===== config.mk =====
export PLATFORM = sky130hd
export DESIGN_NAME = pdrf_queue
export DESIGN_NICKNAME = d
export VERILOG_FILES = /design/src/pdrf_pkg.sv /design/src/pdrf_queue.sv
export SDC_FILE = /design/constraint.sdc
export NUM_CORES = 1
export LEC_CHECK = 0
export BUFFER_PORTS_ARGS = -buffer_cell sky130_fd_sc_hd__buf_4
export CORE_MARGIN = 10
export CORE_UTILIZATION = 25
export DETAILED_ROUTE_END_ITERATION = 8
export GPL_TIMING_DRIVEN = 0
export PLACE_DENSITY = 0.54
export REMOVE_ABC_BUFFERS = 1
export SETUP_SLACK_MARGIN = 0.02
export SLEW_MARGIN = 0
export SYNTH_ARGS = -nofsm -noshare
export SYNTH_HDL_FRONTEND = slang
export SYNTH_SLANG_ARGS = --single-unit

===== constraint.sdc =====
create_clock -name clk -period 1.58 [get_ports clk]
set_clock_uncertainty 0.2 [all_clocks]
set_input_delay 0.079 -clock clk [delete_from_list [all_inputs] [get_ports clk]]
set_output_delay 0.079 -clock clk [all_outputs]
set_load 0.01 [all_outputs]

===== src/pdrf_pkg.sv =====
package pdrf_pkg;

  localparam int DEFAULT_RING_DEPTH = 1024;
  localparam int QUEUE_DEPTH        = 2;

  // command codes
  localparam logic [1:0] CMD_WRITE = 2'd0;
  localparam logic [1:0] CMD_TICK  = 2'd1;
  localparam logic [1:0] CMD_STOP  = 2'd2;

  // configuration register indexes
  localparam logic [1:0] CFG_SAMPLE_WIDTH = 2'd0;
  localparam logic [1:0] CFG_STEREO       = 2'd1;

  // sample width codes
  localparam logic [1:0] WIDTH_8  = 2'd0;
  localparam logic [1:0] WIDTH_16 = 2'd1;
  localparam logic [1:0] WIDTH_24 = 2'd2;
  localparam logic [1:0] WIDTH_32 = 2'd3;

  localparam logic [1:0] SAMPLE_WIDTH_RESET = WIDTH_16;
  localparam logic       STEREO_RESET       = 1'b0;

  localparam logic signed [7:0] DENSITY_MIN = -8'sd128;
  localparam logic signed [7:0] DENSITY_MAX = 8'sd127;

  // decoded word handed from the front end to the back end
  typedef struct packed {
    logic              is_write;
    logic              is_tick;
    logic              is_stop;
    logic signed [7:0] sample;
  } op_t;

endpackage


===== src/pdrf_queue.sv =====
module pdrf_queue (
  input  logic          clk,
  input  logic          rst,
  input  logic          push,
  input  pdrf_pkg::op_t push_word,
  input  logic          pop,
  output pdrf_pkg::op_t head_word,
  output logic          full,
  output logic          empty
);

  localparam int PTR_W = $clog2(pdrf_pkg::QUEUE_DEPTH);
  localparam int CNT_W = $clog2(pdrf_pkg::QUEUE_DEPTH + 1);

  pdrf_pkg::op_t slots [pdrf_pkg::QUEUE_DEPTH];
  logic [PTR_W-1:0] wr_ptr;
  logic [PTR_W-1:0] rd_ptr;
  logic [CNT_W-1:0] count;

  assign full      = (count == CNT_W'(pdrf_pkg::QUEUE_DEPTH));
  assign empty     = (count == '0);
  assign head_word = slots[rd_ptr];

  always_ff @(posedge clk) begin
    if (push) begin
      slots[wr_ptr] <= push_word;
    end
  end

  always_ff @(posedge clk) begin
    if (rst) begin
      wr_ptr <= '0;
      rd_ptr <= '0;
      count  <= '0;
    end else begin
      if (push) begin
        wr_ptr <= (wr_ptr == PTR_W'(pdrf_pkg::QUEUE_DEPTH - 1)) ? '0 : wr_ptr + 1'b1;
      end
      if (pop) begin
        rd_ptr <= (rd_ptr == PTR_W'(pdrf_pkg::QUEUE_DEPTH - 1)) ? '0 : rd_ptr + 1'b1;
      end
      unique case ({push, pop})
        2'b10:   count <= count + 1'b1;
        2'b01:   count <= count - 1'b1;
        default: count <= count;
      endcase
    end
  end

endmodule


# [Yosys cells after proc, flatten, opt, wreduce, memory -nomap -nowiden]
# Memories as Yosys holds them, arrays and structs flattened. A register that Yosys moved wholly into a read port is not among the register bits.
# Cells that the tools add are included.
[classes] addsub=4 eq_ne=3 mux=7 reduce_logical=2
[op_table] operator="two-way mux 1 bit" count=6
[op_table] operator="== test 2 bit (second input constant)" count=2
[op_table] operator="one-hot mux 2 bit (2 select lines)" count=1
[op_table] operator="adder 1 bit (second input constant)" count=2
[op_table] operator="adder 2 x 1 -> 2 bit (second input constant)" count=1
[op_table] operator="== test 2 x 1 -> 1 bit (second input constant)" count=1
[op_table] operator="zero test 2 bit" count=1
[op_table] operator="nonzero test 2 bit" count=1
[op_table] operator="subtractor 2 x 1 -> 2 bit (second input constant)" count=1
[word_totals] ff_bits=4 mem_bits_rw=22 out_inout_bits=13 mem_count=1
[mem_list] name="slots" depth=2 width=11 read_ports=1 rd_clocked_by_memory_dff=1 write_ports=1 line_no="pdrf_queue.sv:15" text="pdrf_pkg::op_t slots [pdrf_pkg::QUEUE_DEPTH];"

# [Logic depth before layout (Yosys ltp)]
# Gate-level depths: netlist (run 1).
[depth] word_depth=4 ltp_mapped=5 depth_no_buf=5

# [Least setup slack after synthesis (run 1)]
# No wires, ideal clock.
[synth_path] kind="reg2reg" from="register wr_ptr" to="memory slots[0][0] in the netlist's numbering, enable pin" setup_time_ns=0.378 t_arrival_ns=0.818 slack_ns=0.183 path_stages_with_launch=2 n_path_buf=0 synth_period_minus_slack_ns=1.397 cell_sequence="dfxtp_1 nor2_1"
[synth_lines] item="start: declaration" line_no="pdrf_queue.sv:16" text="logic [PTR_W-1:0] wr_ptr;"
[synth_lines] item="start signal: assignment" line_no="pdrf_queue.sv:37" text="wr_ptr <= (wr_ptr == PTR_W'(pdrf_pkg::QUEUE_DEPTH - 1)) ? '0 : wr_ptr + 1'b1;"
[synth_lines] item="end: declaration" line_no="pdrf_queue.sv:15"
# No word-level cell before the write port.

==> flow_summary.toml, run 1 <==
[flow_run]
cap_violations = 0

[setup_path]
startpoint_type = "register"
r2r_setup_slack_ns = 0.16
r2r-start = "wr_ptr"
end_kind = "output port"
worstRegToRegCells = 1
path_cells = "mux2_2, buf_4"
cp.required_ns = 1.30
arrival_ns = 1.21
path_class = "reg -> out"
critPathBufInv = 1
r2r_end = "slots[1][6]"
slowest_stage = "dfxtp_4"
cpPeakStageDelay_ns = 0.44
cpLargestDelayFamily = "flip-flops"
cp_max_fo = 11

[drt]
dr.pass1.iters = 4
wirelength_um = 1910
avgRoutedWirePerCell_um = 12.8
vias_per_cell = 4.00
ant_nets = 0
vias = 596
drc = 0
drt_iter0_drc = 13

[final_layout]
syn2layout_area_growth_pct = 46.3
num_antenna_cells = 0
stdcell_area_mm2 = 0.00146
layout.nets = 118
drive_above_1_share = 0.446
post-route-util = 0.389
fin_cells = 149

[hold_path]
min_from = "pop"
holdPathEnd = "count[0]"
hold_class = "in -> reg"
min_path_cells = 4

[timing]
slew_headroom = 0.598
tightest_slew_ns = 0.603
hold_viol = 0
max_freq_ghz = 0.671
timing.final.crit_share = 0.944
rsz0062_at_grt = "true"
finalSetupViolations = 0
period_minus_slack_ns = 1.49
final_max_slew_viol_count = 0

[clock_network]
numCtsBuffers = 3
tritoncts = "done"
root_buffer = "clkbuf_8"
clk_pin_slew_ns = 0.09
htree_levels = 1
clock-sinks = 27
cts_setup_buffers = 0
clock_path_buffers = 2
worstSkewPairLatency_ns = 0.26

[floorplanning]
dieWidth_um = 83.1
core_area_mm2 = 0.00374
core.rowCount = 22
io_pins = 28
die_h_um = 83.1
start_util = 0.266
die_area_mm2 = 0.00690

[place]
port_buffers = 27
placed_cells = 130
dpl_cell_area_mm2 = 0.00125
place_congestion = 0.614
hpwl_um = 1330

[logic_synthesis]
netlist.area_leader.share = 0.664
syn_area_per_cell_um2 = 17.8
synth_area_leader_cell = "edfxtp_1"
yosysSeqAreaShare = 0.765
syn_inst = 56
ys_top_cells_by_area = "edfxtp_1 (66%), mux2_2 (12%), dfxtp_1 (10%)"
synth_area_um2 = 995
synth_warnings = 0
synth-seq-cells = 27
ys_types = 14

[power]
p_leak_nw = 0.556
ir_worst_vdd_v = 0.000466
power_density_mw_per_mm2 = 1020

[global_routing]
grt_pass1_vias = 722
antenna_found_initial = 0
grt-ovfl-total = 0
grt_usage = 0.0574
grt_max_degree = 16
grt_pass1_wl_um = 3300

[outcome]
outcome = "complete, no violations"
cells by family (layout without fill, tap and decap cells):
group / count (synthesis) / count (layout) / share of synthesized area
flops: 27 / 27 / 0.765
mux: 11 / 11 / 0.125
simple gates: 9 / 9 / 0.0440
xor+xnor: 4 / 4 / 0.0352
compound gates: 2 / 2 / 0.0101
buf+inv: 2 / 47 / 0.00880
fa+ha+maj: 1 / 1 / 0.0126
cells in the final DEF (no fill, tap or decap), drive strengths merged, types with 3 or more instances in the layout:
cell         instances
dfxtp                5
edfxtp              22
clkbuf               3
buf                 27
mux2                11
xnor2                3
dlygate4sd3         15
nor2                 6
repair_timing:
action	in CTS	in global routing
gates cloned	0	0
endpoints found under the setup margin	22	2
gates resized for setup	3	0
endpoints found under the hold margin	27	0
pin swaps	0	0
hold buffers	15	0
metal layers:
metal	global-route usage	routed length (um)	vias up
met5	0	0	-
met4	0.0185	6	0
met3	0.0244	114	2
met2	0.101	972	14
met1	0.0595	819	286
li1	-	-	294
final cells by class:
class	count	area, um2
clock buffer	3	41.3
clock inverter	1	5.00
fill	379	2290
inverter	1	3.75
multi-input combinational	27	228
sequential	27	764
tap	48	60.1
timing repair buffer	42	353
worst max path at each step:
| stage | startpoint | end | slack [ns] | cells past startpoint |
|---|---|---|---|---|
| after floorplan | wr_ptr | slots[0][0] | 0.18 | 1 |
| after global placement | wr_ptr | slots[0][8] | -0.15 | 1 |
| after detailed placement | wr_ptr | slots[0][1] | -0.16 | 1 |
| after CTS | register | head_word[8] | 0.07 | 2 |
| after global routing | register | head_word[6] | 0.01 | 2 |
| final | register | head_word[6] | 0.09 | 2 |
sequential cells by signal (all words and copies together) (netlist names), named ones only:
register,count
rd_ptr,1
slots,22
wr_ptr,1
count,2
tightest hold or removal path, stage by stage:
cell and delay, ns:
buf_4 0.09, ha_1 0.16, xor2_1 0.08, nor2_1 0.09
synthesized netlist by cell type:
cell type and n:
o21ai_0 1, mux2_2 11, nor2_1 6, and2_1 1, xor2_1 1, inv_1 1, ha_1 1, buf_2 1
and2b_2 1, or3_1 1, xnor2_1 3, edfxtp_1 22, a21oi_1 1, dfxtp_1 5
stage by stage:
| stage | setup TNS (ns) | power, W | hold WS [ns] | worst slack [ns] |
|---|---|---|---|---|
| after CTS | 0 | 0.00150 | 0.0724 | 0.0656 |
| final | 0 | 0.00148 | 0.0662 | 0.0890 |
| after floorplan | 0 | 0.000967 | -0.0519 | 0.183 |
| after global placement | -1.67 | 0.00108 | 0.0652 | -0.153 |
| after detailed placement | -1.78 | 0.00109 | 0.0682 | -0.163 |
| after global routing | 0 | 0.00156 | 0.0948 | 0.0135 |
power breakdown:
part | leakage, nW | switching [W] | internal (W)
Clock | 0.0255 | 0.000206 | 0.000176
Combinational | 0.282 | 0.0000964 | 0.000151
Sequential | 0.249 | 0.0000272 | 0.000823
Total | 0.556 | 0.000330 | 0.00115
Note: power is estimated with default switching activity, not from simulation.
==> inputs of run 2 (changes only) <==
BUFFER_PORTS_ARGS = -buffer_cell sky130_fd_sc_hd__buf_2   (was -buffer_cell sky130_fd_sc_hd__buf_4)
==> run 2 against run 1 <==
  * Cell area down 4.7%
  * Final cell count is the same
  * Sequential power is essentially flat
  * Global-route usage decreased by 0.26 points
  * Clock power fell by 1%
  * First-iteration DRC count up 100%
  * Die area did not move
  * Total power fell by 2.7%
  * Via count is 2.3% higher
  * Register-to-register slack about the same
  * Wire length decreased by 1.9%
  * Largest cell class unchanged
  * Largest power group unchanged
  * Highest routed layer unchanged
==> flow_summary.toml, run 2 (same netlist as run 1, synthesis figures left out) <==
[outcome]
outcome = "complete, no violations"

[final_layout]
drive_above_1_share = 0.436
regMostFlops = "slots"
stdcell_area_mm2 = 0.00139
largest_reg_flops = 22
largestRegisters = "slots: 22 flops, count: 2 flops"
final_cell_mix = "buf_2 (27), edfxtp_1 (22), dlygate4sd3_1 (15)"
layout.nets = 118
multiInputGateArea_um2 = 228
fillers = 396
syn2layout_area_growth_pct = 39.4
num_antenna_cells = 0
final_common_cell = "buf_2"
regArea_um2 = 764

[power]
p_comb_frac = 0.147
p_int_w = 0.00112
ir_worst_vdd_v = 0.000465
swShare = 0.220
p_leak_nw = 0.530
power_density_mw_per_mm2 = 1040
clkPwrFrac = 0.261
p_seq_frac = 0.591
p_sw_w = 0.000317

[floorplanning]
io_pins = 28
start_util = 0.266
core_area_mm2 = 0.00374
dieWidth_um = 83.1
core.rowCount = 22
die_area_mm2 = 0.00690
die_h_um = 83.1

[timing]
rsz0062_at_grt = "false"
fin_ws_ns = 0.0900
period_minus_slack_ns = 1.49
slew_headroom = 0.594
max_freq_ghz = 0.671
finalSetupViolations = 0
timing.final.crit_share = 0.943
tightest_slew_ns = 0.609
final_max_slew_viol_count = 0
hold_viol = 0

[place]
port_buffers = 27
dpl_cell_area_mm2 = 0.00118
pre_cts_slack_ns = -0.152
place_congestion = 0.624
hpwl_um = 1370

[drt]
wirelength_um = 1870
vias = 610
ant_nets = 0
avgRoutedWirePerCell_um = 12.6
drc = 0
vias_per_cell = 4.09
dr.pass1.iters = 2
drt_iter0_drc = 26

[setup_path]
startpoint_type = "register"
crit_cells = 2
critPathBufInv = 1
path_class = "reg -> out"
path_cells = "mux2_2, buf_2"
end_kind = "output port"
r2r-start = "wr_ptr"
cpLargestDelayFamily = "flip-flops"
arrival_ns = 1.21
worstRegToRegCells = 1
cp_max_fo = 11
cp.required_ns = 1.30
slowest_stage = "dfxtp_4"
cpPeakStageDelay_ns = 0.45

[clock_network]
htree_levels = 1
clock_path_buffers = 2
root_buffer = "clkbuf_8"
cts_setup_buffers = 0
clock-sinks = 27
clk_pin_slew_ns = 0.08
numCtsBuffers = 3
worstSkewPairLatency_ns = 0.27
tritoncts = "done"

[hold_path]
hold_class = "in -> reg"
min_from = "pop"
min_path_cells = 4

[global_routing]
grt-ovfl-total = 0
grt_pass1_vias = 704
grt_pass1_wl_um = 3110
antenna_found_initial = 0
grt_busiest_layer = "met2"
grt_usage = 0.0548
grt_max_degree = 15
met2_usage = 0.101
gr-usage-met1 = 0.0488
use_met3 = 0.0254

[flow_run]
cap_violations = 0
[run 2: power by group through the flow]
stage               clock, W  sequential [W]  combinational, W
finish              0.000377        0.000852          0.000212
global route        0.000427        0.000860          0.000234
detailed placement         0        0.000870          0.000185
global placement           0        0.000866          0.000180
floorplan                  0        0.000860          0.000107
CTS                 0.000391        0.000855          0.000220
[run 2: stage by stage]
step	total power, W	util	instances	setup TNS, ns	hold slack, ns
after global placement	0.00105	0.317	130	-1.28	0.0687
after floorplan	0.000967	-	55	0	-0.0519
final	0.00144	0.370	149	0	0.0566
after CTS	0.00147	0.370	149	0	0.0615
after global routing	0.00152	0.370	149	0	0.0968
after detailed placement	0.00105	0.317	130	-1.66	0.0727
[run 2: tightest hold or removal path: stages]
cell,delay (ns)
buf_2,0.10
ha_1,0.16
xor2_1,0.07
nor2_1,0.07
[run 2: timing repair]
action | in CTS | in global routing
hold buffers | 15 | 0
endpoints found under the hold margin | 27 | 0
setup endpoints to repair | 22 | 0
resized for setup | 3 | 0
[run 2: final timing paths]
path | endpoint | slack, ns
min | count[0] | 0.06
max reg2reg | slots[1][8] | 0.15
min reg2reg | count[1] | 0.30
max | head_word[1] | 0.09
[run 2: area by class of cell]
type,count,share of cell area
timing repair buffer,42,0.206
sequential,27,0.551
tap,48,0.0433
clock buffer,4,0.0325
multi-input combinational,27,0.164
inverter,1,0.00271
[run 2: metal layers]
| metal | share of wire | up-vias |
|---|---|---|
| met2 | 0.54 | 19 |
| li1 | - | 296 |
| met5 | 0 | - |
| met1 | 0.37 | 290 |
| met3 | 0.075 | 5 |
| met4 | 0.019 | 0 |
