--- config.mk ---
export PLATFORM = sky130hd
export DESIGN_NAME = pdrf_front
export DESIGN_NICKNAME = d
export VERILOG_FILES = /design/src/pdrf_pkg.sv /design/src/pdrf_front.sv
export SDC_FILE = /design/constraint.sdc
export NUM_CORES = 1
export LEC_CHECK = 0
export BUFFER_PORTS_ARGS = -buffer_cell sky130_fd_sc_hd__clkbuf_2
export CAP_MARGIN = 40
export CORE_ASPECT_RATIO = 1.4
export CORE_UTILIZATION = 45
export DETAILED_ROUTE_END_ITERATION = 8
export PLACE_DENSITY_LB_ADDON = 0.15
export SYNTH_ARGS = -nofsm -noshare
export SYNTH_HDL_FRONTEND = slang
export SYNTH_SLANG_ARGS = --single-unit
--- constraint.sdc ---
create_clock -name clk -period 9.2 [get_ports clk]
set_input_delay 1.84 -clock clk [delete_from_list [all_inputs] [get_ports clk]]
set_output_delay 1.84 -clock clk [all_outputs]
set_load 0.02 [all_outputs]
--- src/pdrf_pkg.sv ---
package pdrf_pkg;

  localparam int DEFAULT_RING_DEPTH = 1024;
  localparam int QUEUE_DEPTH        = 2;

  // command codes
  localparam logic [1:0] CMD_WRITE = 2'd0;
  localparam logic [1:0] CMD_TICK  = 2'd1;
  localparam logic [1:0] CMD_STOP  = 2'd2;

  // configuration register indexes
  localparam logic [1:0] CFG_SAMPLE_WIDTH = 2'd0;
  localparam logic [1:0] CFG_STEREO       = 2'd1;

  // sample width codes
  localparam logic [1:0] WIDTH_8  = 2'd0;
  localparam logic [1:0] WIDTH_16 = 2'd1;
  localparam logic [1:0] WIDTH_24 = 2'd2;
  localparam logic [1:0] WIDTH_32 = 2'd3;

  localparam logic [1:0] SAMPLE_WIDTH_RESET = WIDTH_16;
  localparam logic       STEREO_RESET       = 1'b0;

  localparam logic signed [7:0] DENSITY_MIN = -8'sd128;
  localparam logic signed [7:0] DENSITY_MAX = 8'sd127;

  // decoded word handed from the front end to the back end
  typedef struct packed {
    logic              is_write;
    logic              is_tick;
    logic              is_stop;
    logic signed [7:0] sample;
  } op_t;

endpackage

--- src/pdrf_front.sv ---
module pdrf_front (
  input  logic                clk,
  input  logic                rst,
  input  logic                cfg_write,
  input  logic [1:0]          cfg_index,
  input  logic [1:0]          cfg_data,
  input  logic                in_valid,
  output logic                in_stall,
  input  logic [1:0]          command,
  input  logic signed [31:0]  left_sample,
  input  logic signed [31:0]  right_sample,
  input  logic                q_full,
  output logic                q_push,
  output pdrf_pkg::op_t       q_word
);

  logic [1:0]         sample_width;
  logic               stereo;
  logic               f_valid;
  logic               f_valid_next;
  pdrf_pkg::op_t      f_op;
  pdrf_pkg::op_t      dec_op;
  logic               accept;

  logic signed [31:0] l_ext;
  logic signed [31:0] r_ext;
  logic signed [32:0] l33;
  logic signed [32:0] r33;
  logic signed [32:0] l_half;
  logic signed [32:0] r_half;
  logic signed [32:0] pair_sum;
  logic signed [32:0] pair_avg;
  logic signed [32:0] mix;
  logic signed [32:0] shifted;
  logic signed [7:0]  byte_val;

  always_ff @(posedge clk) begin
    if (rst) begin
      sample_width <= pdrf_pkg::SAMPLE_WIDTH_RESET;
      stereo       <= pdrf_pkg::STEREO_RESET;
    end else if (cfg_write) begin
      if (cfg_index == pdrf_pkg::CFG_SAMPLE_WIDTH) begin
        sample_width <= cfg_data;
      end else if (cfg_index == pdrf_pkg::CFG_STEREO) begin
        stereo <= cfg_data[0];
      end
    end
  end

  // sign extend from the configured width
  always_comb begin
    unique case (sample_width)
      pdrf_pkg::WIDTH_8: begin
        l_ext = {{24{left_sample[7]}}, left_sample[7:0]};
        r_ext = {{24{right_sample[7]}}, right_sample[7:0]};
      end
      pdrf_pkg::WIDTH_16: begin
        l_ext = {{16{left_sample[15]}}, left_sample[15:0]};
        r_ext = {{16{right_sample[15]}}, right_sample[15:0]};
      end
      pdrf_pkg::WIDTH_24: begin
        l_ext = {{8{left_sample[23]}}, left_sample[23:0]};
        r_ext = {{8{right_sample[23]}}, right_sample[23:0]};
      end
      default: begin
        l_ext = left_sample;
        r_ext = right_sample;
      end
    endcase
  end

  // halving truncates toward zero: add one to negatives before the shift
  always_comb begin
    l33      = {l_ext[31], l_ext};
    r33      = {r_ext[31], r_ext};
    l_half   = $signed(l33 + {32'd0, l_ext[31]}) >>> 1;
    r_half   = $signed(r33 + {32'd0, r_ext[31]}) >>> 1;
    pair_sum = l33 + r33;
    pair_avg = $signed(pair_sum + {32'd0, pair_sum[32]}) >>> 1;
    if (!stereo) begin
      mix = l33;
    end else if (sample_width == pdrf_pkg::WIDTH_32) begin
      mix = l_half + r_half;
    end else begin
      mix = pair_avg;
    end
    unique case (sample_width)
      pdrf_pkg::WIDTH_8:  shifted = mix;
      pdrf_pkg::WIDTH_16: shifted = mix >>> 8;
      pdrf_pkg::WIDTH_24: shifted = mix >>> 16;
      default:            shifted = mix >>> 24;
    endcase
    if (shifted < 33'(pdrf_pkg::DENSITY_MIN)) begin
      byte_val = pdrf_pkg::DENSITY_MIN;
    end else if (shifted > 33'(pdrf_pkg::DENSITY_MAX)) begin
      byte_val = pdrf_pkg::DENSITY_MAX;
    end else begin
      byte_val = shifted[7:0];
    end
  end

  always_comb begin
    dec_op.is_write = (command == pdrf_pkg::CMD_WRITE);
    dec_op.is_tick  = (command == pdrf_pkg::CMD_TICK);
    dec_op.is_stop  = (command == pdrf_pkg::CMD_STOP);
    dec_op.sample   = byte_val;
  end

  assign in_stall = f_valid && q_full;
  assign accept   = in_valid && !in_stall;
  assign q_push   = f_valid && !q_full;
  assign q_word   = f_op;

  always_comb begin
    if (accept) begin
      f_valid_next = 1'b1;
    end else if (q_push) begin
      f_valid_next = 1'b0;
    end else begin
      f_valid_next = f_valid;
    end
  end

  always_ff @(posedge clk) begin
    if (rst) begin
      f_valid <= 1'b0;
    end else begin
      f_valid <= f_valid_next;
    end
  end

  always_ff @(posedge clk) begin
    if (accept) begin
      f_op <= dec_op;
    end
  end

endmodule

-- Word level (Yosys, flattened, before mapping)
Cells that the tools add are included.
- bits in registers: 15
- bits in latches: 0
- memory bits (writable): 0
- bits in read-only memories: 0
- input bits: 75
- output and inout port bits: 13
- logic and storage cells: 40
- memories kept: 0
- $add $sub $neg: 5
- $mul: 0
- divide/modulo/power cells: 0
- $lt $le $gt $ge: 2
- equal/unequal tests: 6
- shifts and indexed selects: 0
- multiplexer cells: 8
- bitwise gates (word level): 1
- reductions and logical operators: 11
- operator list (kind ; count):
    $pmux W32 S3 ; 3
    $add A32 B2 Y33 ; 2
    $add A32 B32 Y33 ; 2
    $mux W33 ; 2
    $add A33 B1 Y33 ; 1
    $gt A33 B8 Y1 const B ; 1
    $lt A33 B8 Y1 const B ; 1
    $mux W8 ; 1
    $eq A2 B1 Y1 const B ; 3
    $eq A2 B2 Y1 const B ; 3
    $logic_not A2 Y1 ; 3
    $logic_and A1 B1 Y1 ; 3
    $reduce_and A3 Y1 ; 1
    $logic_not A1 Y1 ; 2
    $mux W1 ; 2
    $reduce_and A2 Y1 ; 1
    $reduce_bool A2 Y1 ; 1
    $not A1 Y1 ; 1

-- Logic depth before layout (Yosys ltp)
Gate-level depths: netlist of the first run.
- word-level depth: 9
- mapped depth: 32
- depth with buffers taken out: 29

-- Worst setup path before layout of the first run
OpenSTA, ideal clock, no wires.
- kind: input -> register
- start point: in left_sample[15]
- end point: reg f_op (netlist bit q_word[6]) (data pin)
- library setup time: 0.165 ns
- arrival: 7.447 ns
- data required time: 9.035 ns
- setup slack: 1.588 ns
- stages: 25
- buffers on the path: 1
- cells stage by stage: mux2i_1 -> and2_1 -> a21oi_1 -> and2_1 -> clkinv_1 -> nand2_1 -> ha_1 -> clkbuf_1 -> a21o_1 -> a2111oi_1 -> a21o_1 -> nand2_1 -> a22oi_2 -> ha_1 -> and4_1 -> nor3b_2 -> nand2_2 -> o31a_1 -> o311ai_1 -> a31oi_1 -> a311o_1 -> or4_4 -> nor4_4 -> a41oi_4 -> o31ai_2
- cells in the longest elaborated chain, start to end: 8
- elaborated cells on any way between the ends: 11
- those cells by class: 4 x add/sub; 2 x order compare; 5 x mux
- RTL lines (element ; RTL line ; RTL):
    start, declared ; pdrf_front.sv:10 ; input logic signed [31:0] left_sample,
    $pmux W32 S3 (*) ; pdrf_front.sv:52 ; unique case (sample_width)
    $add A32 B32 Y33 or $add A32 B2 Y33 (tied branches) ; pdrf_front.sv:78, pdrf_front.sv:76 ;
    $add A33 B1 Y33 or $add A32 B32 Y33 (tied branches) ; pdrf_front.sv:79, pdrf_front.sv:83 ;
    $mux W33 ; pdrf_front.sv:82 ; end else if (sample_width == pdrf_pkg::WIDTH_32) begin
    $mux W33 (*) ; pdrf_front.sv:80 ; if (!stereo) begin
    $pmux W32 S3 ; pdrf_front.sv:87 ; unique case (sample_width)
    $gt A33 B8 Y1 ; pdrf_front.sv:95 ; end else if (shifted > 33'(pdrf_pkg::DENSITY_MAX)) begin
    $mux W8 ; pdrf_front.sv:95 ;
    end signal, assigned ; pdrf_front.sv:134 ; f_op <= dec_op;
    end, declared ; pdrf_front.sv:21 ; pdrf_pkg::op_t f_op;
Mark *: on every way between the ends. The rest lies on a longest branch, timed or not.
A chain may end at the register's enable or synchronous reset.

-- Worst setup path in the final report of the first run
- start point: in left_sample[7]
- end point: reg f_op (netlist bit q_word[6]) (data pin)
Same word-level chain as after synthesis.

==> results.sh, run 1 <==
export IMPL_min_from="f_valid"
export IMPL_total_power_w=0.00107
export IMPL_crit_slowest_cell="a2111oi_1"
export IMPL_fin_nets=1469
export IMPL_rr_worst_depth=25
export IMPL_holdBufCountCts=0
export IMPL_cts_buffers_inserted=3
export IMPL_first_pass_iters=5
export IMPL_power_leakage_nw=3.83
export IMPL_die_y_um=164
export IMPL_clockRootBuffer="clkbuf_16"
export IMPL_start_util_pct=45.7
export IMPL_drv_slew=0
export IMPL_synth_edf_count=11
export IMPL_place_hpwl_um=29800
export IMPL_vias=10300
export IMPL_hp_class="flip-flop to flip-flop"
export IMPL_clock_latency_ps=240
export IMPL_ys_seq_area_share_pct=4.85
export IMPL_syn2layout_area_growth_pct=9.02
export IMPL_drive_above_1_share_pct=12.2
export IMPL_antenna_found_initial=0
export IMPL_synth_distinct_cells=102
export IMPL_io_buffer_count=87
export IMPL_hold_path_depth=3
export IMPL_grt_overflow=0
export IMPL_ys_dominant_reg_cell="edfxtp_1"
export IMPL_reg2reg_setup_slack_ps=1300
export IMPL_grt_pass1_wl_um=53700
export IMPL_htreeDepth=1
export IMPL_vdd_ir_drop_max_mv=0.0642
export IMPL_gp_congestion=0.999
export IMPL_dieArea_um2=19400
export IMPL_wl_per_cell_um=22.8
export IMPL_cts_resized=0
export IMPL_layout_common_cells="175 x nand2_1, 107 x nor2_1, 91 x a21oi_1"
export IMPL_drt_total_wl_um=35700
export IMPL_slew_headroom_pct=50.2
export IMPL_cts_tree="done"
export IMPL_crit_type="primary input to flip-flop"
export IMPL_drt_iter0_markers=768
export IMPL_cts_buffer_depth=2
export IMPL_cp_arrival_ps=8680
export IMPL_yosys_top_cells_area="ha_1 9.9%, nand2_1 7.8%, xnor2_1 6.6%"
export IMPL_drc=0
export IMPL_coreArea_um2=18500
export IMPL_syn_mean_instance_area_um2=6.65
export IMPL_grt_pass1_vias=9573
export IMPL_grtUsageTotal_pct=35.8
export IMPL_fmax_mhz=116
export IMPL_rsz0062_at_grt="no"
export IMPL_grt_start_max_net_pins=55
export IMPL_final_hold_viol_count=0
export IMPL_netlist_instances=1273
export IMPL_ys_ff_latch=15
export IMPL_antenna_cells=0
export IMPL_final_min_clock_period_ps=8600
export IMPL_syn_nets=1417
export IMPL_synth_largest_area_cell="ha_1"
export IMPL_die_x_um=118
export IMPL_rr_endpoint="q_word[6]"
export IMPL_via_per_inst=6.54
export IMPL_end_kind="flip-flop"
export IMPL_netlist_area_um2=8460
export IMPL_fin_skew_ps=4.72
export IMPL_rows=59
export IMPL_r2r_start="sample_width[1]"
export IMPL_final_common_cell="nand2_1"
export IMPL_io_pins=88
export IMPL_ant_nets=0
export IMPL_crit_fanout=9
export IMPL_worst_pin_slew_ps=729
export IMPL_setup_tns_ps=0
export IMPL_ys_warn_count=0
export IMPL_max_stage_delay_ps=680
export IMPL_crit_required_ps=9270
export IMPL_p_per_area_nw_per_um2=116
export IMPL_holdPathEnd="f_valid"
export IMPL_period_share_pct=93.5
export IMPL_status="complete, no violations"
export IMPL_async_flop_share_pct=0
export IMPL_clock_sinks=15
export IMPL_postCtsSetupBuffers=0
export IMPL_drv_cap=0
export IMPL_cts_clk_slew_worst_paths_ps=50
export IMPL_setup_violations_final=0
export IMPL_startpoint_type="primary input"
export IMPL_synth_top_area_share_pct=9.91
[Yosys cell counts, drive strengths merged (6+ instances only)]
cell and number:
and3 18, a21o 33, a211oi 16, a21oi 95
or2 10, ha 67, and2 33, a21boi 12
o22ai 14, a2111oi 6, o211ai 16, a31oi 15
inv 42, a221oi 9, mux2i 14, or3 15
o21ai 85, xor2 32, and4 15, nor2 108
clkbuf 42, a211o 13, nor3 41, a22oi 6
nand2b 10, nor4 11, xnor2 64, nor2b 11
o211a 6, buf 21, edfxtp 11, nand4 32
nand3 56, o21a 16, a221o 8, o31ai 10
or4 7, nand2 176
[flip-flops by register name, summed over array words and instances (netlist names)]
register / cells
q_word: 11
sample_width: 2
f_valid: 1
stereo: 1
[power by group]
| group | internal, W | switching (W) | leakage [nW] |
|---|---|---|---|
| logic | 0.000322 | 0.000586 | 3.65 |
| registers | 0.0000801 | 0.00000246 | 0.138 |
| clock network | 0.0000579 | 0.0000248 | 0.0409 |
| total | 0.000460 | 0.000613 | 3.83 |
[per-layer routing]
metal	wire length [um]	share of wire [%]	vias up	GRT usage, %
met5	0	0	-	0
li1	-	-	4898	-
met3	1730	4.8	103	2.29
met4	2270	6.4	0	21.6
met2	18400	51	417	68.1
met1	13300	37	4832	38.6
[cell type report]
cell class	count	area (um^2)
timing repair buffer	110	638
tap	244	305
multi-input combinational	1152	7620
sequential	15	413
clock inverter	1	5.00
inverter	43	161
clock buffer	3	75.1
fill	1965	9310
[worst max-delay path: cells and delay by family]
kind	cells	cell delay (ps)
compound gates	11	3300
simple gates	9	2270
fa+ha+maj	2	630
buf+inv	2	460
mux	1	140
[per-stage QoR]
step	utilization [%]	cells	hold slack [ps]	setup slack (ps)	area [um^2]
2_1_floorplan	-	1273	683	1590	8460
3_3_place_gp	49.0	1560	586	416	9080
3_5_place_dp	49.3	1563	600	497	9140
4_1_cts	49.7	1567	612	733	9220
5_1_grt	49.8	1568	694	138	9220
6_report	49.8	1568	607	599	9220
[worst max-delay path by stage]
stage | startpoint | to | slack [ps] | depth (start not counted)
CTS | left_sample[7] | q_word[6] | 730 | 25
global route | left_sample[7] | q_word[6] | 140 | 25
floorplan | left_sample[15] | q_word[6] | 1590 | 25
global placement | left_sample[7] | q_word[6] | 420 | 25
finish | left_sample[7] | q_word[6] | 600 | 25
detailed placement | left_sample[7] | q_word[6] | 500 | 25
[kinds of logic (layout without fill, tap and decap cells)]
family                     Yosys count  after routing  synth area share (%)
xor gates and xnor gates            96             96                  9.94
AOI/OAI and AO/OA                  410            410                  33.4
adders and majority gates           69             69                  10.4
buffers and inverters              106            157                  5.04
DFF                                 15             15                  4.85
muxes                               16             16                  2.06
and+or+nand+nor                    561            561                  34.4
(Power assumes the default switching activity.)
==> run 2, diff against run 1 <==
- BUFFER_PORTS_ARGS: -buffer_cell sky130_fd_sc_hd__clkbuf_2 -> not set
- DONT_BUFFER_PORTS: not set -> 1
- REMOVE_ABC_BUFFERS: not set -> 1
==> run 2 against run 1 <==
First-iteration DRC count grew 11%. Clock skew fell by 1.1 ps. Die area stayed put. Utilization down 2.7 points. Power decreased by 3.1%.
==> results.sh, run 2 (synthesis results as in run 1) <==
export IMPL_status="complete, no violations"
export IMPL_drc=0
export IMPL_clock_latency_ps=250
export IMPL_cts_tree="done"
export IMPL_first_pass_iters=7
export IMPL_crit_family="compound AO/OA/AOI/OAI gates"
export IMPL_drt_iter0_markers=851
export IMPL_ant_nets=0
export IMPL_crit_type="primary input to flip-flop"
export IMPL_final_util_pct=47.1
export IMPL_clock_sinks=15
export IMPL_path_common_cell="nand2_1"
export IMPL_min_from="f_valid"
export IMPL_cts_resized=0
export IMPL_crit_slowest_cell="a2111oi_1"
export IMPL_period_share_pct=95.0
export IMPL_holdPathEnd="f_valid"
export IMPL_drv_slew=0
export IMPL_path_buf_inv=1
export IMPL_cts_clk_slew_worst_paths_ps=50
export IMPL_fmax_mhz=114
export IMPL_final_hold_viol_count=0
export IMPL_grt_overflow=0
export IMPL_grt_pass1_wl_um=52400
export IMPL_die_x_um=118
export IMPL_hp_class="flip-flop to flip-flop"
export IMPL_crit_required_ps=9260
export IMPL_cts_buffer_depth=2
export IMPL_antenna_cells=0
export IMPL_htreeDepth=1
export IMPL_vdd_ir_drop_max_mv=0.0697
export IMPL_gp_congestion=0.999
export IMPL_dieArea_um2=19400
export IMPL_startpoint_type="primary input"
export IMPL_crit_fanout=9
export IMPL_max_stage_delay_ps=690
export IMPL_reg2reg_setup_slack_ps=1350
export IMPL_coreArea_um2=18500
export IMPL_io_buffer_count=0
export IMPL_slew_headroom_pct=40.1
export IMPL_wl_per_cell_um=23.9
export IMPL_whs_ps=739
export IMPL_syn2layout_area_growth_pct=3.19
export IMPL_setup_tns_ps=0
export IMPL_drt_total_wl_um=35200
export IMPL_largest_reg_flops=11
export IMPL_p_per_area_nw_per_um2=119
export IMPL_final_instance_count_excl_fill=1475
export IMPL_place_hpwl_um=29400
export IMPL_cts_buffers_inserted=3
export IMPL_grtUsageTotal_pct=35.3
export IMPL_clockRootBuffer="clkbuf_16"
export IMPL_path_cells="mux2_2, mux2i_1, inv_1, nand2_1, nand2_1, ha_1, a21o_1, a2111oi_1, a21o_1, nand2_1, a22oi_2, ha_1, and4_1, nor3b_2, nand2_2, o31a_1, o311ai_1, a31oi_1, a311o_1, or4_4, nor4_4, a41oi_4, o31ai_2"
export IMPL_fin_nets=1376
export IMPL_worst_pin_slew_ps=897
export IMPL_cp_arrival_ps=8800
export IMPL_rows=59
export IMPL_io_pins=88
export IMPL_drv_cap=0
export IMPL_die_y_um=164
export IMPL_dp_cells=1471
export IMPL_layout_common_cells="175 x nand2_1, 107 x nor2_1, 91 x a21oi_1"
export IMPL_total_power_w=0.00104
export IMPL_rsz0062_at_grt="no"
export IMPL_setup_violations_final=0
export IMPL_grt_pass1_vias=9203
export IMPL_r2r_start="sample_width[0]"
export IMPL_rr_endpoint="q_word[6]"
export IMPL_start_util_pct=45.7
export IMPL_holdBufCountCts=0
export IMPL_rr_worst_depth=23
export IMPL_grt_start_max_net_pins=55
export IMPL_power_leakage_nw=3.43
export IMPL_drive_above_1_share_pct=5.52
export IMPL_final_min_clock_period_ps=8740
export IMPL_final_common_cell="nand2_1"
export IMPL_end_kind="flip-flop"
export IMPL_via_per_inst=6.61
export IMPL_postCtsSetupBuffers=0
export IMPL_fin_skew_ps=3.59
export IMPL_antenna_found_initial=0
export IMPL_hold_path_depth=3
export IMPL_vias=9752
-- run 2: cell count changes in the layout (fill, tap and decap cells not counted) --
cell	previous run	this run
clkbuf_2	87	0
buf_4	20	15
buf_12	1	0
-- run 2: where the power goes --
group / internal (W) / leakage, nW / switching (W)
Sequential: 0.0000806 / 0.138 / 0.00000943
Combinational: 0.000307 / 3.25 / 0.000559
Clock: 0.0000580 / 0.0409 / 0.0000263
Total: 0.000446 / 3.43 / 0.000595
-- run 2: layer usage --
| metal | wire length, um | track usage, % | vias up |
|---|---|---|---|
| met5 | 0 | 0 | - |
| met3 | 1880 | 3.09 | 106 |
| met4 | 2870 | 26.8 | 0 |
| met2 | 17200 | 63.8 | 430 |
| li1 | - | - | 4703 |
| met1 | 13200 | 38.3 | 4513 |
-- run 2: tightest hold or removal path, stage by stage (launching register included) --
cell,delay [ps]
dfxtp_1,310
and2_1,220
nor2_1,120
nor2_1,50
-- run 2: area by class of cell --
type / instances / area, um^2
fillers: 2004 / 9800
multi-input cells: 1152 / 7620
flip-flops and latches: 15 / 413
well taps: 244 / 305
inverters: 43 / 161
repair buffers: 17 / 145
clock buffers: 3 / 75.1
clock inverters: 1 / 5.00
-- run 2: worst max path at each step --
stage	from	endpoint	slack [ps]	cells after the start
after floorplan	sample_width[0]	q_word[6]	1440	27
after global placement	right_sample[15]	q_word[6]	530	23
after detailed placement	right_sample[15]	q_word[6]	350	23
after CTS	right_sample[15]	q_word[6]	570	23
after global routing	right_sample[15]	q_word[6]	70	23
final	right_sample[15]	q_word[6]	460	23
-- run 2: stage by stage --
stage / instance area, um^2 / worst slack, ps
2_1_floorplan: 8190 / 1440
3_3_place_gp: 8620 / 528
3_5_place_dp: 8650 / 353
4_1_cts: 8730 / 567
5_1_grt: 8730 / 73.8
6_report: 8730 / 458
==> run 3, diff against run 2 <==
- clock period: 9.2 -> 9 ns (I/O delays scaled with it)
==> run 3 against run 2 <==
Critical path depth is 1 higher. First-iteration DRC count is 2.2% higher. Register-to-register slack worse by 430 ps. Non-clock buffer count is 2 higher. Sequential cell count stayed put. Sequential share of layout area hardly changed. Sequential power is 3.3% higher. Global-route usage is 0.88 points lower. Count of clock-buffer cells in the layout stayed put.
==> results.sh, run 3 (synthesis results as in run 1) <==
export IMPL_status="complete, no violations"
export IMPL_dieArea_um2=19400
export IMPL_crit_fanout=9
export IMPL_crit_required_ps=9070
export IMPL_crit_slowest_cell="a2111oi_1"
export IMPL_drt_iter0_markers=870
export IMPL_final_hold_viol_count=0
export IMPL_path_cells="mux2_2, mux2i_1, inv_1, nand2_1, nand2_1, ha_1, a21o_1, a2111oi_1, a21o_1, nand2_1, a22oi_2, buf_4, ha_1, and4_1, nor3b_2, nand2_2, o31a_1, o311ai_1, a31oi_1, a311o_1, or4_4, nor4_4, a41oi_4, o31ai_2"
export IMPL_drive_above_1_share_pct=5.68
export IMPL_drv_slew=0
export IMPL_final_min_clock_period_ps=8420
export IMPL_vias=9920
export IMPL_rr_worst_depth=26
export IMPL_cts_buffers_inserted=3
export IMPL_grt_pass1_vias=9214
export IMPL_holdPathEnd="f_valid"
export IMPL_reg2reg_setup_slack_ps=920
export IMPL_ant_nets=0
export IMPL_cts_buffer_depth=2
export IMPL_start_util_pct=45.7
export IMPL_cts_clk_slew_worst_paths_ps=50
export IMPL_rr_endpoint="q_word[6]"
export IMPL_wl_per_cell_um=23.1
export IMPL_wl_met1_um=12600
export IMPL_cts_resized=0
export IMPL_largest_reg_flops=11
export IMPL_power_leakage_nw=3.43
export IMPL_io_buffer_count=0
export IMPL_hold_path_depth=3
export IMPL_fillerInstances=1943
export IMPL_setup_violations_final=0
export IMPL_pre_cts_slack_ps=482
export IMPL_max_stage_delay_ps=660
export IMPL_clock_latency_ps=240
export IMPL_min_from="f_valid"
export IMPL_syn2layout_area_growth_pct=3.14
export IMPL_rsz0062_at_grt="no"
export IMPL_final_util_pct=47.1
export IMPL_routed_wl_met3_um=2160
export IMPL_antenna_cells=0
export IMPL_crit_type="primary input to flip-flop"
export IMPL_holdBufCountCts=0
export IMPL_worst_pin_slew_ps=878
export IMPL_crit_family="compound AO/OA/AOI/OAI gates"
export IMPL_setup_tns_ps=0
export IMPL_end_kind="flip-flop"
export IMPL_fmax_mhz=119
export IMPL_grt_start_max_net_pins=55
export IMPL_grtUsageTotal_pct=34.4
export IMPL_startpoint_type="primary input"
export IMPL_postCtsSetupBuffers=0
export IMPL_fin_skew_ps=2.05
export IMPL_fin_nets=1378
export IMPL_finalWorstSetupSlack_ps=578
export IMPL_hp_class="flip-flop to flip-flop"
export IMPL_whs_ps=712
export IMPL_layout_common_cells="175 x nand2_1, 107 x nor2_1, 91 x a21oi_1"
export IMPL_dr_max_layer_used="met4"
export IMPL_cts_tree="done"
export IMPL_grt_overflow=0
export IMPL_antenna_found_initial=0
export IMPL_wl_met2_um=16100
export IMPL_final_common_cell="nand2_1"
export IMPL_die_x_um=118
export IMPL_period_share_pct=93.6
export IMPL_p_per_area_nw_per_um2=122
export IMPL_via_per_inst=6.72
export IMPL_clockRootBuffer="clkbuf_16"
export IMPL_grt_pass1_wl_um=52000
export IMPL_io_pins=88
export IMPL_first_pass_iters=6
export IMPL_path_buf_inv=2
export IMPL_path_common_cell="nand2_1"
export IMPL_drt_total_wl_um=34100
export IMPL_slew_headroom_pct=41.4
export IMPL_clock_sinks=15
export IMPL_place_hpwl_um=28400
export IMPL_vdd_ir_drop_max_mv=0.0583
export IMPL_htreeDepth=1
export IMPL_gp_congestion=1.07
export IMPL_cp_arrival_ps=8500
export IMPL_drv_cap=0
export IMPL_die_y_um=164
export IMPL_coreArea_um2=18500
export IMPL_rows=59
export IMPL_r2r_start="sample_width[1]"
export IMPL_drc=0
==> run 3: cell count changes in the layout (fill, tap and decap cells not counted) <==
| cell | change |
|---|---|
| buf_4 | +3 |
| clkbuf_2 | +1 |
| buf_16 | -1 |
| buf_2 | -1 |
==> run 3: how the worst max path moves through the flow <==
stage | to | cells past startpoint | start | slack (ps)
CTS | q_word[6] | 24 | right_sample[15] | 700
floorplan | q_word[6] | 27 | sample_width[0] | 1240
finish | q_word[6] | 24 | right_sample[15] | 580
detailed placement | q_word[6] | 24 | right_sample[15] | 480
global placement | q_word[6] | 24 | right_sample[15] | 590
global route | q_word[6] | 28 | right_sample[15] | 240
==> run 3: power by group <==
part	switching, W	total, W	internal, W
clock	0.0000262	0.0000854	0.0000592
sequential	0.0000107	0.0000931	0.0000824
combinational	0.000571	0.000884	0.000313
total	0.000608	0.00106	0.000455
==> run 3: layout make-up <==
cell class                 count  area [um^2]  share of cell area [%]
timing repair buffer          19          140                    1.61
clock inverter                 1         5.00                  0.0574
clock buffer                   3         75.1                   0.860
inverter                      43          161                    1.85
tap                          244          305                    3.50
sequential                    15          413                    4.73
multi-input combinational   1152         7620                    87.4
==> run 3: stage by stage <==
step           std cells  area, um^2  power, W
4_1_cts             1476        8720   0.00104
3_3_place_gp        1472        8640  0.000954
5_1_grt             1477        8720   0.00114
6_report            1477        8720   0.00106
2_1_floorplan       1210        8190  0.000729
3_5_place_dp        1472        8640  0.000954
==> run 3: routing by layer <==
layer  GRT usage [%]  vias to the layer above
met1            37.5                     4606
met4            28.7                        0
met2            60.1                      483
li1                -                     4696
met3            4.10                      135
met5               0                        -
==> run 3: worst reg2reg max path: stages (launching register included) <==
cell and delay (ps):
dfxtp_1 710, inv_1 500, buf_4 320, and2_1 170, a21oi_1 320, and2_1 240
clkinv_1 250, nand2_1 230, ha_1 350, a21o_1 210, a2111oi_1 660, a21o_1 190
nand2_1 60, a22oi_2 190, buf_4 190, ha_1 210, and4_1 260, nor3b_2 320
nand2_2 170, o31a_1 280, o311ai_1 310, a31oi_1 170, a311o_1 320, or4_4 560
nor4_4 190, a41oi_4 230, o31ai_2 290
